<file path="src/rtl/afr_pkg.sv">
// Shared types and constants for the API frame receiver.
package afr_pkg;

   localparam int MAX_FRAME = 256;
   // position covers hunting, the length bytes and up to MAX_FRAME + 1
   localparam int POS_W = $clog2(MAX_FRAME + 2);
   localparam int LEN_W = 16;
   localparam int CMP_W = (POS_W > LEN_W + 1) ? POS_W : LEN_W + 1;

   localparam logic [7:0] START_RESET  = 8'h7E;
   localparam logic [7:0] ESCAPE_RESET = 8'h7D;
   localparam logic [7:0] ESCAPE_XOR   = 8'h20;
   localparam logic [7:0] SUM_GOOD     = 8'hFF;

   localparam int CSR_INDEX_W = 1;
   localparam int CSR_DATA_W  = 8;
   localparam logic [CSR_INDEX_W-1:0] CSR_START  = 1'b0;
   localparam logic [CSR_INDEX_W-1:0] CSR_ESCAPE = 1'b1;

   typedef enum logic [2:0] {
      KIND_DATA     = 3'd0,
      KIND_GOOD     = 3'd1,
      KIND_BAD_SUM  = 3'd2,
      KIND_DELIM    = 3'd3,
      KIND_OVERSIZE = 3'd4
   } kind_type;

   typedef struct packed {
      kind_type         kind;
      logic [7:0]       data_byte;
      logic [7:0]       data_index;
      logic [7:0]       api_id;
      logic [LEN_W-1:0] frame_length;
      logic             last;
   } result_type;

endpackage

</file>
<file path="src/rtl/afr_input_reg.sv">
// Input register stage holding one received byte.
module afr_input_reg (
   input  logic       clock,
   input  logic       reset,
   input  logic       req_valid,
   output logic       req_stall,
   input  logic [7:0] req_rx_byte,
   input  logic       take,
   output logic       in_valid,
   output logic [7:0] in_byte
);
   import afr_pkg::*;

   logic       valid_ff, valid_in;
   logic [7:0] byte_ff, byte_in;
   logic       load;

   assign req_stall = valid_ff && !take;
   assign load      = req_valid && !req_stall;

   always_comb begin
      valid_in = valid_ff;
      byte_in  = byte_ff;
      if (take) valid_in = 1'b0;
      if (load) begin
         valid_in = 1'b1;
         byte_in  = req_rx_byte;
      end
   end

   always_ff @(posedge clock) begin
      if (reset) begin
         valid_ff <= 1'b0;
      end else begin
         valid_ff <= valid_in;
      end
      byte_ff <= byte_in;
   end

   assign in_valid = valid_ff;
   assign in_byte  = byte_ff;

endmodule

</file>
<file path="src/rtl/afr_deframer.sv">
// Frame state, unescaping, checksum and result decision for one byte.
module afr_deframer (
   input  logic                               clock,
   input  logic                               reset,
   input  logic                               csr_write_enable,
   input  logic [afr_pkg::CSR_INDEX_W-1:0]    csr_index,
   input  logic [afr_pkg::CSR_DATA_W-1:0]     csr_write_data,
   input  logic                               in_valid,
   input  logic [7:0]                         in_byte,
   input  logic                               out_ready,
   output logic                               take,
   output logic                               result_valid,
   output afr_pkg::result_type                result
);
   import afr_pkg::*;

   logic [7:0]       start_ff, escape_ff;
   logic [POS_W-1:0] pos_ff, pos_in;
   logic [7:0]       sum_ff, sum_in;
   logic [LEN_W-1:0] len_ff, len_in;
   logic             esc_ff, esc_in;
   logic [7:0]       first_ff, first_in;

   logic [7:0]       b;
   logic [7:0]       sum_next;
   logic             has_result;
   logic             at_end;
   logic [POS_W-1:0] data_pos;

   assign take     = in_valid && out_ready;
   assign b        = esc_ff ? (in_byte ^ ESCAPE_XOR) : in_byte;
   assign sum_next = sum_ff + b;
   assign at_end   = (CMP_W'(pos_ff) == (CMP_W'(len_ff) + CMP_W'(3)));
   assign data_pos = pos_ff - POS_W'(3);

   always_comb begin
      pos_in     = pos_ff;
      sum_in     = sum_ff;
      len_in     = len_ff;
      esc_in     = esc_ff;
      first_in   = first_ff;
      has_result = 1'b0;
      result     = '{kind: KIND_DATA, data_byte: 8'd0, data_index: 8'd0,
                     api_id: 8'd0, frame_length: len_ff, last: 1'b0};
      if (pos_ff == '0) begin
         if (in_byte == start_ff) begin
            pos_in   = POS_W'(1);
            sum_in   = '0;
            len_in   = '0;
            esc_in   = 1'b0;
            first_in = '0;
         end
      end else if (!esc_ff && in_byte == start_ff) begin
         has_result  = 1'b1;
         result.kind = KIND_DELIM;
         result.last = 1'b1;
         pos_in      = POS_W'(1);
         sum_in      = '0;
         len_in      = '0;
         esc_in      = 1'b0;
         first_in    = '0;
      end else if (!esc_ff && in_byte == escape_ff) begin
         esc_in = 1'b1;
      end else begin
         esc_in = 1'b0;
         if (pos_ff > POS_W'(MAX_FRAME)) begin
            has_result  = 1'b1;
            result.kind = KIND_OVERSIZE;
            result.last = 1'b1;
            pos_in      = '0;
         end else if (pos_ff == POS_W'(1)) begin
            len_in = {b, 8'd0};
            pos_in = POS_W'(2);
         end else if (pos_ff == POS_W'(2)) begin
            len_in = {len_ff[LEN_W-1:8], b};
            pos_in = POS_W'(3);
         end else begin
            sum_in     = sum_next;
            has_result = 1'b1;
            if (at_end) begin
               result.kind = (sum_next == SUM_GOOD) ? KIND_GOOD : KIND_BAD_SUM;
               result.api_id = (sum_next == SUM_GOOD) ? first_ff : 8'd0;
               result.last = 1'b1;
               pos_in      = '0;
            end else begin
               if (pos_ff == POS_W'(3)) first_in = b;
               result.data_byte  = b;
               result.data_index = data_pos[7:0];
               pos_in            = pos_ff + POS_W'(1);
            end
         end
      end
   end

   assign result_valid = take && has_result;

   always_ff @(posedge clock) begin
      if (reset) begin
         start_ff  <= START_RESET;
         escape_ff <= ESCAPE_RESET;
         pos_ff    <= '0;
         sum_ff    <= '0;
         len_ff    <= '0;
         esc_ff    <= 1'b0;
         first_ff  <= '0;
      end else begin
         if (csr_write_enable) begin
            unique case (csr_index)
               CSR_START:  start_ff  <= csr_write_data;
               CSR_ESCAPE: escape_ff <= csr_write_data;
               default: ;
            endcase
         end
         if (take) begin
            pos_ff   <= pos_in;
            sum_ff   <= sum_in;
            len_ff   <= len_in;
            esc_ff   <= esc_in;
            first_ff <= first_in;
         end
      end
   end

   a_esc_in_frame: assert property (@(posedge clock) disable iff (reset)
      esc_ff |-> pos_ff != '0)
      else $error("escape pending while hunting");

   a_pos_bound: assert property (@(posedge clock) disable iff (reset)
      pos_ff <= POS_W'(MAX_FRAME + 1))
      else $error("position past oversize limit");

   a_end_resets_pos: assert property (@(posedge clock) disable iff (reset)
      result_valid && result.last |=> pos_ff == '0 || pos_ff == POS_W'(1))
      else $error("frame end did not restart hunting or a new frame");

   a_data_not_last: assert property (@(posedge clock) disable iff (reset)
      result_valid && result.kind == KIND_DATA |-> !result.last)
      else $error("data transaction flagged as last");

endmodule

</file>
<file path="src/rtl/afr_output_reg.sv">
// Result register driving the response channel.
module afr_output_reg (
   input  logic                         clock,
   input  logic                         reset,
   input  logic                         load,
   input  afr_pkg::result_type          result,
   output logic                         out_ready,
   output logic                         rsp_valid,
   input  logic                         rsp_stall,
   output logic [2:0]                   rsp_kind,
   output logic [7:0]                   rsp_data_byte,
   output logic [7:0]                   rsp_data_index,
   output logic [7:0]                   rsp_api_id,
   output logic [afr_pkg::LEN_W-1:0]    rsp_frame_length,
   output logic                         rsp_last
);
   import afr_pkg::*;

   logic       valid_ff, valid_in;
   result_type data_ff, data_in;

   assign out_ready = !valid_ff || !rsp_stall;

   always_comb begin
      valid_in = valid_ff;
      data_in  = data_ff;
      if (valid_ff && !rsp_stall) valid_in = 1'b0;
      if (load) begin
         valid_in = 1'b1;
         data_in  = result;
      end
   end

   always_ff @(posedge clock) begin
      if (reset) begin
         valid_ff <= 1'b0;
      end else begin
         valid_ff <= valid_in;
      end
      data_ff <= data_in;
   end

   assign rsp_valid        = valid_ff;
   assign rsp_kind         = data_ff.kind;
   assign rsp_data_byte    = data_ff.data_byte;
   assign rsp_data_index   = data_ff.data_index;
   assign rsp_api_id       = data_ff.api_id;
   assign rsp_frame_length = data_ff.frame_length;
   assign rsp_last         = data_ff.last;

endmodule

</file>
<file path="src/rtl/api_frame_receiver.sv">
// Escaped API frame receiver: bytes in, decoded data and frame status out.
//
// Request channel: one raw link byte per transaction on req_rx_byte,
// qualified by req_valid and held off by req_stall.
// Response channel: zero or one transaction per byte. Data bytes come out
// with kind data, their index and last low; each frame ends with one status
// transaction (good, bad checksum, delimiter inside frame, oversize) with
// last high, the frame length and, for a good frame, the API id.
// csr_write_enable writes start_value (index 0) or escape_value (index 1);
// write only while the block is idle.
// Path: a taken byte waits in the input register, then the combinational
// decode step loads its result into the result register, which drives the
// response channel.
// Throughput: one byte per cycle while rsp_stall is low; the combinational
// decode step and its small state registers allow that rate.
// Reset clears frame state (hunting for a delimiter) and restores the
// delimiter 0x7E and escape 0x7D. No clearing pass is needed.
// When the receiver stalls, the result register holds; one further byte
// waits in the input register, then req_stall rises.
module api_frame_receiver (
   input  logic                               clock,
   input  logic                               reset,
   input  logic                               csr_write_enable,
   input  logic [afr_pkg::CSR_INDEX_W-1:0]    csr_index,
   input  logic [afr_pkg::CSR_DATA_W-1:0]     csr_write_data,
   input  logic                               req_valid,
   output logic                               req_stall,
   input  logic [7:0]                         req_rx_byte,
   output logic                               rsp_valid,
   input  logic                               rsp_stall,
   output logic [2:0]                         rsp_kind,
   output logic [7:0]                         rsp_data_byte,
   output logic [7:0]                         rsp_data_index,
   output logic [7:0]                         rsp_api_id,
   output logic [afr_pkg::LEN_W-1:0]          rsp_frame_length,
   output logic                               rsp_last
);
   import afr_pkg::*;

   logic       take;
   logic       in_valid;
   logic [7:0] in_byte;
   logic       out_ready;
   logic       result_valid;
   result_type result;

   afr_input_reg u_input (
      .clock       (clock),
      .reset       (reset),
      .req_valid   (req_valid),
      .req_stall   (req_stall),
      .req_rx_byte (req_rx_byte),
      .take        (take),
      .in_valid    (in_valid),
      .in_byte     (in_byte)
   );

   afr_deframer u_deframer (
      .clock            (clock),
      .reset            (reset),
      .csr_write_enable (csr_write_enable),
      .csr_index        (csr_index),
      .csr_write_data   (csr_write_data),
      .in_valid         (in_valid),
      .in_byte          (in_byte),
      .out_ready        (out_ready),
      .take             (take),
      .result_valid     (result_valid),
      .result           (result)
   );

   afr_output_reg u_output (
      .clock            (clock),
      .reset            (reset),
      .load             (result_valid),
      .result           (result),
      .out_ready        (out_ready),
      .rsp_valid        (rsp_valid),
      .rsp_stall        (rsp_stall),
      .rsp_kind         (rsp_kind),
      .rsp_data_byte    (rsp_data_byte),
      .rsp_data_index   (rsp_data_index),
      .rsp_api_id       (rsp_api_id),
      .rsp_frame_length (rsp_frame_length),
      .rsp_last         (rsp_last)
   );

endmodule

</file>
<file path="config.mk">
export PLATFORM = sky130hd
export DESIGN_NAME = api_frame_receiver
export DESIGN_NICKNAME = d
export VERILOG_FILES = /design/src/rtl/afr_pkg.sv /design/src/rtl/afr_input_reg.sv /design/src/rtl/afr_deframer.sv /design/src/rtl/afr_output_reg.sv /design/src/rtl/api_frame_receiver.sv
export SDC_FILE = /design/constraint.sdc
export NUM_CORES = 1
export LEC_CHECK = 0
export ABC_AREA = 1
export BUFFER_PORTS_ARGS = -buffer_cell sky130_fd_sc_hd__buf_2
export CAP_MARGIN = 15
export CELL_PAD_IN_SITES_DETAIL_PLACEMENT = 2
export CELL_PAD_IN_SITES_GLOBAL_PLACEMENT = 2
export CORE_ASPECT_RATIO = 1.4
export CORE_MARGIN = 8
export CORE_UTILIZATION = 35
export CTS_CLUSTER_SIZE = 12
export DETAILED_ROUTE_END_ITERATION = 16
export GPL_ROUTABILITY_DRIVEN = 0
export MAX_ROUTING_LAYER = met4
export PLACE_DENSITY = 0.78
export SLEW_MARGIN = 5
export SYNTH_ARGS = -nofsm -noshare
export SYNTH_HDL_FRONTEND = slang
export SYNTH_SLANG_ARGS = --single-unit
</file>
<file path="constraint.sdc">
create_clock -name clock -period 4.8 [get_ports clock]
set_clock_uncertainty 0.15 [all_clocks]
set_input_delay 0.48 -clock clock [delete_from_list [all_inputs] [get_ports clock]]
set_output_delay 0.48 -clock clock [all_outputs]
set_load 0.005 [all_outputs]
</file>
* Word-level counts from Yosys, hierarchy flattened
Cells that the tools add are included.
** Storage, ports and cells
- Register bits after elaboration :: 112
- Bits of input ports :: 22
- Output and inout bits :: 46
- Logic and storage cells :: 132
** Operators by class
- Add/subtract/negate cells :: 4
- Magnitude comparators :: 1
- Equality and inequality tests :: 13
- Muxes and demuxes :: 62
- Bitwise operators :: 4
- Reduce and logical (&&, ||, !) cells :: 30
** Operators with widths (count)
- 2-to-1 mux 8 bit :: 18
- 2-to-1 mux 16 bit :: 7
- 2-to-1 mux 9 bit :: 8
- 2-to-1 mux 27 bit :: 2
- 2-to-1 mux 26 bit :: 1
- 2-to-1 mux 24 bit :: 1
- 2-to-1 mux 1 bit :: 20
- == test 9 x 2 -> 1 bit, second input constant :: 2
- adder 16 x 2 -> 17 bit, second input constant :: 1
- == test 9 x 17 -> 1 bit :: 1
- == test 8 bit :: 2
- inequality test 3 x 1 -> 1 bit, second input constant :: 4
- AND reduction 5 bit :: 2
- adder 9 x 1 -> 9 bit, second input constant :: 1
- == test 9 x 1 -> 1 bit, second input constant :: 1
- > comparator 9 bit, second input constant :: 1
- logical NOT 9 bit :: 1
- adder 8 bit :: 1
- == test 8 bit, second input constant :: 1
- AND reduction 8 bit :: 1
- OR reduction 8 bit :: 1
- subtractor 8 x 2 -> 8 bit, second input constant :: 1
- logical AND 1 bit :: 7
- OR reduction 7 bit :: 1
- 15 further kinds :: 28

* Logic depth before layout (Yosys ltp)
Gate-level depths: netlist of the first run.
- Depth after elaboration :: 11
- Gate-level depth with buffers :: 18
- Gate-level depth less buffers :: 17

* By module
A second synthesis of the first run with hierarchy kept.
** Second synthesis, totals
- Cell total of the unflattened synthesis :: 715
- Area total of the unflattened synthesis :: 5764.3 um^2
** By module, submodules not included
- afr_deframer :: times used 1, cells each 652, area an instance 4117.7 um^2, seq. area each 1161.1 um^2
- afr_output_reg :: times used 1, cells each 48, area an instance 1360.1 um^2, seq. area each 1341.3 um^2
- afr_input_reg :: times used 1, cells each 15, area an instance 286.5 um^2, seq. area each 260.2 um^2

* Worst setup path after synthesis of the first run
Ideal clock, no wire load.
- Path kind :: register to register
- From :: register u_input.byte_ff[7] (netlist: u_input.in_byte[7])
- To :: register u_output.data_ff, in the netlist u_output.rsp_api_id[0] (enable)
- Setup time :: 0.398 ns
- Arrival :: 2.081 ns
- Path slack :: 2.170 ns
- Stages on the path, launching flop included :: 8
- Buffers on the path :: 1
- Period minus slack after synthesis :: 2.630 ns
- Path through :: edfxtp_1 > buf_6 > xor2_1 > nor3_2 > nand3_2 > o21ai_0 > nand3_1 > inv_1
** On the way
- Word-level cells in the longest chain between the ends :: 6
- Elaborated cells on any way between the ends :: 8
- Classes of those cells :: eq/ne: 2; mux: 3; reduce/logical: 3
** Ends and longest elaborated chain
- start: declaration :: RTL line afr_input_reg.sv:15 : logic [7:0] byte_ff, byte_in;
- start signal: assignment :: RTL line afr_input_reg.sv:37 : byte_ff <= byte_in;
- == test 8 bit :: RTL line afr_deframer.sv:62 : end else if (!esc_ff && in_byte == escape_ff) begin
- logical AND 1 bit :: RTL line afr_deframer.sv:62
- 2-to-1 mux 1 bit :: RTL line afr_deframer.sv:62
- 2-to-1 mux 1 bit * :: RTL line afr_deframer.sv:53 : end else if (!esc_ff && in_byte == start_ff) begin
- 2-to-1 mux 1 bit * :: RTL line afr_deframer.sv:45 : if (pos_ff == '0) begin
- logical AND 1 bit * :: RTL line afr_deframer.sv:95 : assign result_valid = take && has_result;
- via result_valid :: RTL line api_frame_receiver.sv:44 : logic result_valid;
- end signal: assignment :: RTL line afr_output_reg.sv:40 : data_ff <= data_in;
- end: declaration :: RTL line afr_output_reg.sv:20 : result_type data_ff, data_in;
Mark *: on every way through the listed nets, which the timed path passes. The rest lies on a longest branch.
A chain may end at the register's enable or synchronous reset.

* Worst setup path in the final report of the first run
- From :: register u_input.byte_ff[0] (netlist: u_input.in_byte[0])
- To :: register u_output.data_ff, in the netlist u_output.rsp_api_id[5] (data pin)
** On the way
- Word-level cells in the longest chain between the ends :: 5
- Elaborated cells on any way between the ends :: 9
- Classes of those cells :: add/sub: 1; eq/ne: 3; mux: 1; bitwise: 1; reduce/logical: 3
** Ends and longest elaborated chain
- 2-to-1 mux 6 bit :: RTL line afr_deframer.sv:31 : assign b = esc_ff ? (in_byte ^ ESCAPE_XOR) : in_byte;
- adder 8 bit :: RTL line afr_deframer.sv:32 : assign sum_next = sum_ff + b;
- == test 8 bit :: RTL line afr_deframer.sv:82 : result.api_id = (sum_next == SUM_GOOD) ? first_ff : 8'd0;
- inverter 1 bit (no source line)
- OR reduction 8 bit (no source line) *
Every way passes the cells marked *; elsewhere a longest branch is shown, timed or not.

==> results.ini, run 1 <==
[run_status]
outcome=finished clean

[timing]
max_freq_ghz=0.310
report.final.setup_viol=0
rsz0062_at_grt=no
tightest_slew_ps=1040
fin_setup_tns_ps=0
hold_slack_ps=142
slew-limit-headroom_pct=30.9
fin_crit_sh_pct=67.1
finalHoldViolCount=0
layout_min_cycle_time_ps=3220
drv_slew=0

[critical_path]
worstPathCellList=ha_1 > inv_1 > fa_1 > o21ai_0 > nand2_1 > nand2_1 > nand2_1 > nand2_1 > xor2_1 > nand3_1 > nor2_1 > nand4_2 > nor2_1
worstPathMaxFanout=8
cp.arrival_ps=3270
path_depth=13
timing.critical_path.buf_inv=1
critical-path-top-delay-family=simple AND/OR/NAND/NOR gates
slowest_delay_ps=540
crit_path_start_kind=register
end_kind=register
criticalPathCategory=reg2reg
worstPathRequired_ps=4850
crit_top_cell=nand2_1
cpMaxStageDelayCell=edfxtp_1
worst_r2r_path_depth=13

[placed_design]
placed_cells=984
placed_area_um2=6390
portBuffers=67
dp_hpwl_mm=15.2

[clocking]
numCtsBuffers=9
cts_tree=yes
cts-root-buf=clkbuf_16
cts_max_level=3
hold_buffers=0
cts_setup_buffers=0
clock_latency_ps=360
clockBufferDepth=2
clk_pin_slew_ps=80
cts_resized=0
cts_sinks=112

[routing]
drt_pass1_iterations=4
drt_iter0_markers=217
drc=0
wl_per_cell_um=19.6
avgViaCountPerCell=5.21
routed_wl_mm=19.6
ant_nets=0
vias=5211

[synth]
yosysSeqAreaShare_pct=46.9
syn_nets=764
syn_area_um2=5890
synth_cells=729
synth-seq-cells=112
avgSynthCellArea_um2=8.08
synth.distinct_cells=41
ys_warn_count=0

[floorplanning]
die_area_um2=21300
rows=56
io_pins=68
dieWidth_um=126
start_util_pct=35.5
coreArea_um2=16600
die_y_um=169

[power]
power.density_nw_per_um2=275
peakVddDrop_mv=0.143
leakagePower_nw=2.70

[grt]
grt_pass1_wl_mm=31.8
grt_max_degree=45
grt_overflow_total=0
grt_antenna_before_repair=0
grt_pass1_vias=5996
grt.total_usage_pct=19.5

[finish]
layout-drive-gt1-share_pct=16.9
utilization_pct=40.1
syn2layout_area_growth_pct=13.2
diodes=0
fin_nets=827
final_area_um2=6660
fin_cells=1000

[min_path]
hp-class=in2reg
holdPathStages=1

[run]
cap_violations=0

## worst reg2reg max path: stages (launching register included)
cell      delay [ps]
edfxtp_1         540
ha_1             240
inv_1             60
fa_1             410
o21ai_0          310
nand2_1          100
nand2_1           80
nand2_1           50
nand2_1           70
xor2_1           260
nand3_1          120
nor2_1           210
nand4_2          280
nor2_1           210
## state kept, by name (all words and copies together) (netlist names), 3 cells and up
signal	count
u_deframer.len_ff	16
u_output.rsp_frame_length	16
u_deframer.pos_ff	9
u_deframer.escape_ff	8
u_deframer.first_ff	8
u_deframer.start_ff	8
u_deframer.sum_ff	8
u_input.in_byte	8
u_output.rsp_api_id	8
u_output.rsp_data_byte	8
u_output.rsp_data_index	8
u_output.rsp_kind	3
## final timing paths
path,start,slack (ps),endpoint
worst max-delay path,u_input.in_byte[0]$_DFFE_PP_,1580,u_output.rsp_api_id[5]$_SDFFCE_PP0P_
worst min-delay path,req_rx_byte[7],140,u_input.in_byte[7]$_DFFE_PP_
worst max register to register,u_input.in_byte[0]$_DFFE_PP_,1580,u_output.rsp_api_id[5]$_SDFFCE_PP0P_
worst min register to register,u_deframer.first_ff[7]$_SDFFE_PP0P_,320,u_deframer.first_ff[7]$_SDFFE_PP0P_
## cell families after synthesis
group                      share of synthesized area [%]
and+or+nand+nor                                     30.3
DFF                                                 46.9
buffers and inverters                               7.46
AOI/OAI and AO/OA                                   7.99
xor gates and xnor gates                            4.46
adders and majority gates                           2.89
## cell usage in the layout, fill, tap and decap left out, drive strengths merged, types with 2 or more instances in the layout
cell / Yosys / final
inv: 89 / 91
a21oi: 51 / 51
nand3: 62 / 62
ha: 12 / 12
dfxtp: 60 / 60
xnor2: 18 / 18
clkinv: 1 / 6
buf: 10 / 69
nor4: 2 / 2
o211ai: 3 / 3
nor2: 97 / 97
nand2: 185 / 185
edfxtp: 52 / 52
nand3b: 3 / 3
o21ai: 25 / 25
or2: 4 / 4
nand4: 13 / 13
nor3: 13 / 13
o22ai: 5 / 5
xor2: 12 / 12
clkbuf: 7 / 9
## synthesized netlist by cell type
cell,instances,area (um^2)
or2_2,4,25.0
nand3_1,56,280
nor2_1,82,308
nor2_4,5,56.3
o21ai_2,1,8.76
o21ai_0,22,110
clkinv_1,1,3.75
o21bai_1,1,7.51
buf_2,6,30.0
nor3b_2,1,12.5
inv_1,85,319
nand3_2,5,50.1
nand2_2,5,31.3
o211ai_1,3,22.5
a31oi_1,1,6.26
nand2_4,5,56.3
nor3_1,9,45.0
a21oi_1,48,240
xor2_1,12,105
edfxtp_1,52,1560
nor3_4,1,16.3
nor2_8,1,20.0
nor4_1,2,12.5
nand4_2,1,12.5
nand3_4,1,17.5
nand3b_1,3,22.5
xnor2_1,18,158
o22ai_1,5,31.3
nor2_2,9,56.3
nor3_2,3,30.0
a21o_1,1,7.51
nand4_1,12,75.1
nand2_1,175,657
o21ai_1,2,10.0
clkbuf_1,7,26.3
a21oi_2,3,26.3
buf_6,4,45.0
fa_1,1,20.0
ha_1,12,150
dfxtp_1,60,1200
inv_2,4,15.0
## final cells by class
type                       instances  area (um^2)
tap                              203          254
clock buffer                       9          225
sequential                       112         2760
timing repair buffer              69          350
clock inverter                     7         46.3
inverter                          90          338
multi-input combinational        510         2690
fill                            1918         9940
## where the power goes
group	internal (mW)	leakage [nW]	switching, mW	total (mW)
combinational	0.0308	1.61	0.0563	0.0872
clock	0.354	0.140	0.368	0.723
sequential	1.00	0.948	0.0193	1.02
total	1.39	2.70	0.444	1.83
## metrics by stage
step	total power, mW	setup WS (ps)
3_3_place_gp	1.13	1750
4_1_cts	1.85	1540
6_report	1.83	1580
3_5_place_dp	1.13	1590
5_1_grt	1.90	1330
2_1_floorplan	1.09	2170
## layer usage
metal  GRT usage, %  vias up  wire length (um)  part of all wire (%)
li1               -     2489                 -                     -
met1           19.1     2599              7500                    38
met2           38.4       93             11200                    57
met3           3.02       30               483                   2.5
met4           6.06        0               403                   2.1
met5              -        -                 0                     0
No activity file was read; power rests on OpenSTA's default activity.
==> run 2, diff against run 1 <==
- clock period: 4.8 -> 3.1 ns (I/O delays scaled with it)
==> results.ini, run 2 (same netlist as run 1, synthesis figures left out) <==
[run_status]
outcome=finished clean  ; unchanged

[grt]
grt_max_degree=27  ; was 45
grt_pass1_vias=5922  ; was 5996
grt.total_usage_pct=19.8  ; was 19.5%
grt_antenna_before_repair=0  ; unchanged
grt_pass1_wl_mm=31.8  ; about the same
grt_overflow_total=0  ; unchanged

[timing]
rsz0062_at_grt=no  ; unchanged
tightest_slew_ps=643  ; was 1040 ps
slew-limit-headroom_pct=57.0  ; was 30.9%
fin_setup_tns_ps=0  ; unchanged
max_freq_ghz=0.347  ; was 0.310 GHz
fin_crit_sh_pct=93.0  ; was 67.1%
finalHoldViolCount=0  ; unchanged
drv_slew=0  ; unchanged
layout_min_cycle_time_ps=2880  ; was 3220 ps
report.final.setup_viol=0  ; unchanged

[clocking]
cts_sinks=112  ; unchanged
cts-root-buf=clkbuf_16  ; unchanged
clockBufferDepth=2  ; unchanged
clk_pin_slew_ps=80  ; about the same
cts_max_level=3  ; unchanged
numCtsBuffers=9  ; unchanged
cts_tree=yes  ; unchanged
clock_latency_ps=360  ; about the same

[floorplanning]
rows=56  ; unchanged
coreArea_um2=16600  ; unchanged
dieWidth_um=126  ; unchanged
die_y_um=169  ; unchanged
die_area_um2=21300  ; unchanged
start_util_pct=35.5  ; unchanged
io_pins=68  ; unchanged

[finish]
layout-drive-gt1-share_pct=18.2  ; was 16.9%
fin_cells=1021  ; was 1000
final.fill_count=1893  ; was 1918
mostFrequentLayoutCells=175 x nand2_1, 84 x inv_1, 81 x nor2_1, 67 x buf_2, 60 x dfxtp_1  ; was 175 x nand2_1, 84 x inv_1, 82 x nor2_1, 67 x buf_2, 60 x dfxtp_1
syn2layout_area_growth_pct=17.3  ; was 13.2%
fin_nets=848  ; was 827
diodes=0  ; unchanged
final_common_cell=nand2_1  ; unchanged

[routing]
ant_nets=0  ; unchanged
drt_pass1_iterations=4  ; unchanged
routed_wl_mm=20.1  ; was 19.6 mm
wl_per_cell_um=19.7  ; was 19.6 um
avgViaCountPerCell=5.11  ; was 5.21
drt_iter0_markers=192  ; was 217
drc=0  ; unchanged
vias=5219  ; was 5211

[power]
p_sw_mw=0.695  ; was 0.444 mW
peakVddDrop_mv=0.278  ; was 0.143 mV
power.density_nw_per_um2=422  ; was 275 nW/um^2
p_seq_share_pct=54.1  ; was 55.8%
intPower_mw=2.22  ; was 1.39 mW
leakagePower_nw=2.83  ; was 2.70 nW
p_clk_share_pct=40.5  ; was 39.4%
sw_frac_of_total_pct=23.8  ; was 24.2%
pwr-share-comb_pct=5.5  ; was 4.8%

[critical_path]
crit_top_cell=inv_1  ; was nand2_1
worstPathRequired_ps=3230  ; was 4850 ps
worstPathCellList=inv_1 > ha_1 > nand2_1 > nor2_1 > nand2_2 > inv_1 > a21oi_2 > inv_1 > nor4_1 > nand2_1 > o22ai_1  ; was ha_1 > inv_1 > fa_1 > o21ai_0 > nand2_1 > nand2_1 > nand2_1 > nand2_1 > xor2_1 > nand3_1 > nor2_1 > nand4_2 > nor2_1
cp.arrival_ps=3010  ; was 3270 ps
crit_path_start_kind=register  ; unchanged
end_kind=register  ; unchanged
slowest_delay_ps=550  ; was 540 ps
criticalPathCategory=reg2reg  ; unchanged
worstPathMaxFanout=5  ; was 8
cpMaxStageDelayCell=dfxtp_1  ; was edfxtp_1

[placed_design]
placed_cells=994  ; was 984
portBuffers=67  ; unchanged
dp_hpwl_mm=15.5  ; was 15.2 mm

[run]
cap_violations=0  ; unchanged

[min_path]
hp-class=in2reg  ; unchanged

-- run 2: cell count changes in the layout (fill, tap and decap cells not counted), sizes merged --
cell / change
buf: +13
dlygate4sd3: +8
clkbuf: +1
clkinv: -1
-- run 2: worst max-delay path, delay by kind of cell (launching register included) --
kind / cells / cell delay [ps]
AOI/OAI and AO/OA: 2 / 460
adders and majority gates: 1 / 230
buffers and inverters: 3 / 410
and+or+nand+nor: 5 / 990
DFF: 1 / 550
-- run 2: routing by layer --
layer | share of wire [%] | track usage, %
met5 | 0 | -
met1 | 37 | 18.3
met2 | 59 | 40.3
met4 | 1.8 | 5.95
met3 | 2.0 | 3.05
-- run 2: metrics by stage --
step / area, um^2 / setup slack (ps) / hold slack (ps) / util (%) / power (mW)
global route: 6910 / 35.2 / 32.2 / 41.6 / 3.02
finish: 6910 / 217 / 23.7 / 41.6 / 2.92
floorplan: 5890 / 470 / 253 / - / 1.69
global placement: 6490 / 260 / 289 / 39.1 / 1.75
detailed placement: 6490 / 173 / 312 / 39.1 / 1.76
CTS: 6870 / 87.0 / 17.2 / 41.4 / 2.94
-- run 2: worst paths after layout --
check                                                    startpoint                                   end  slack (ps)  cells after the start
worst max register to register    u_deframer.pos_ff[1]$_SDFFE_PP0P_     u_deframer.pos_ff[3]$_SDFFE_PP0P_         220                     11
worst min-delay path                              csr_write_data[4]  u_deframer.escape_ff[4]$_SDFFE_PP1P_          20                      3
worst min register to register  u_deframer.first_ff[7]$_SDFFE_PP0P_   u_deframer.first_ff[7]$_SDFFE_PP0P_         330                      2
worst max-delay path              u_deframer.pos_ff[1]$_SDFFE_PP0P_     u_deframer.pos_ff[3]$_SDFFE_PP0P_         220                     11
-- run 2: repair_timing --
item,4_1_cts,5_1_grt
setup buffers,0,3
hold buffers,8,0
setup endpoints to repair,0,9
gates resized for setup,0,3
hold endpoints to repair,8,0
-- run 2: final cells by class --
class	count	area (um^2)	area share (%)
clock inverters	6	50.0	0.725
inverters	90	338	4.89
clock buffers	10	250	3.62
multi-input cells	510	2700	39.1
flip-flops and latches	112	2760	40.0
well taps	203	254	3.68
repair buffers	90	553	8.01
-- run 2: power groups by stage --
stage	combinational, mW	clock, mW	sequential [mW]
after detailed placement	0.148	0	1.61
final	0.160	1.18	1.58
after global routing	0.175	1.26	1.58
after global placement	0.141	0	1.61
after floorplan	0.0901	0	1.60
after CTS	0.157	1.21	1.58
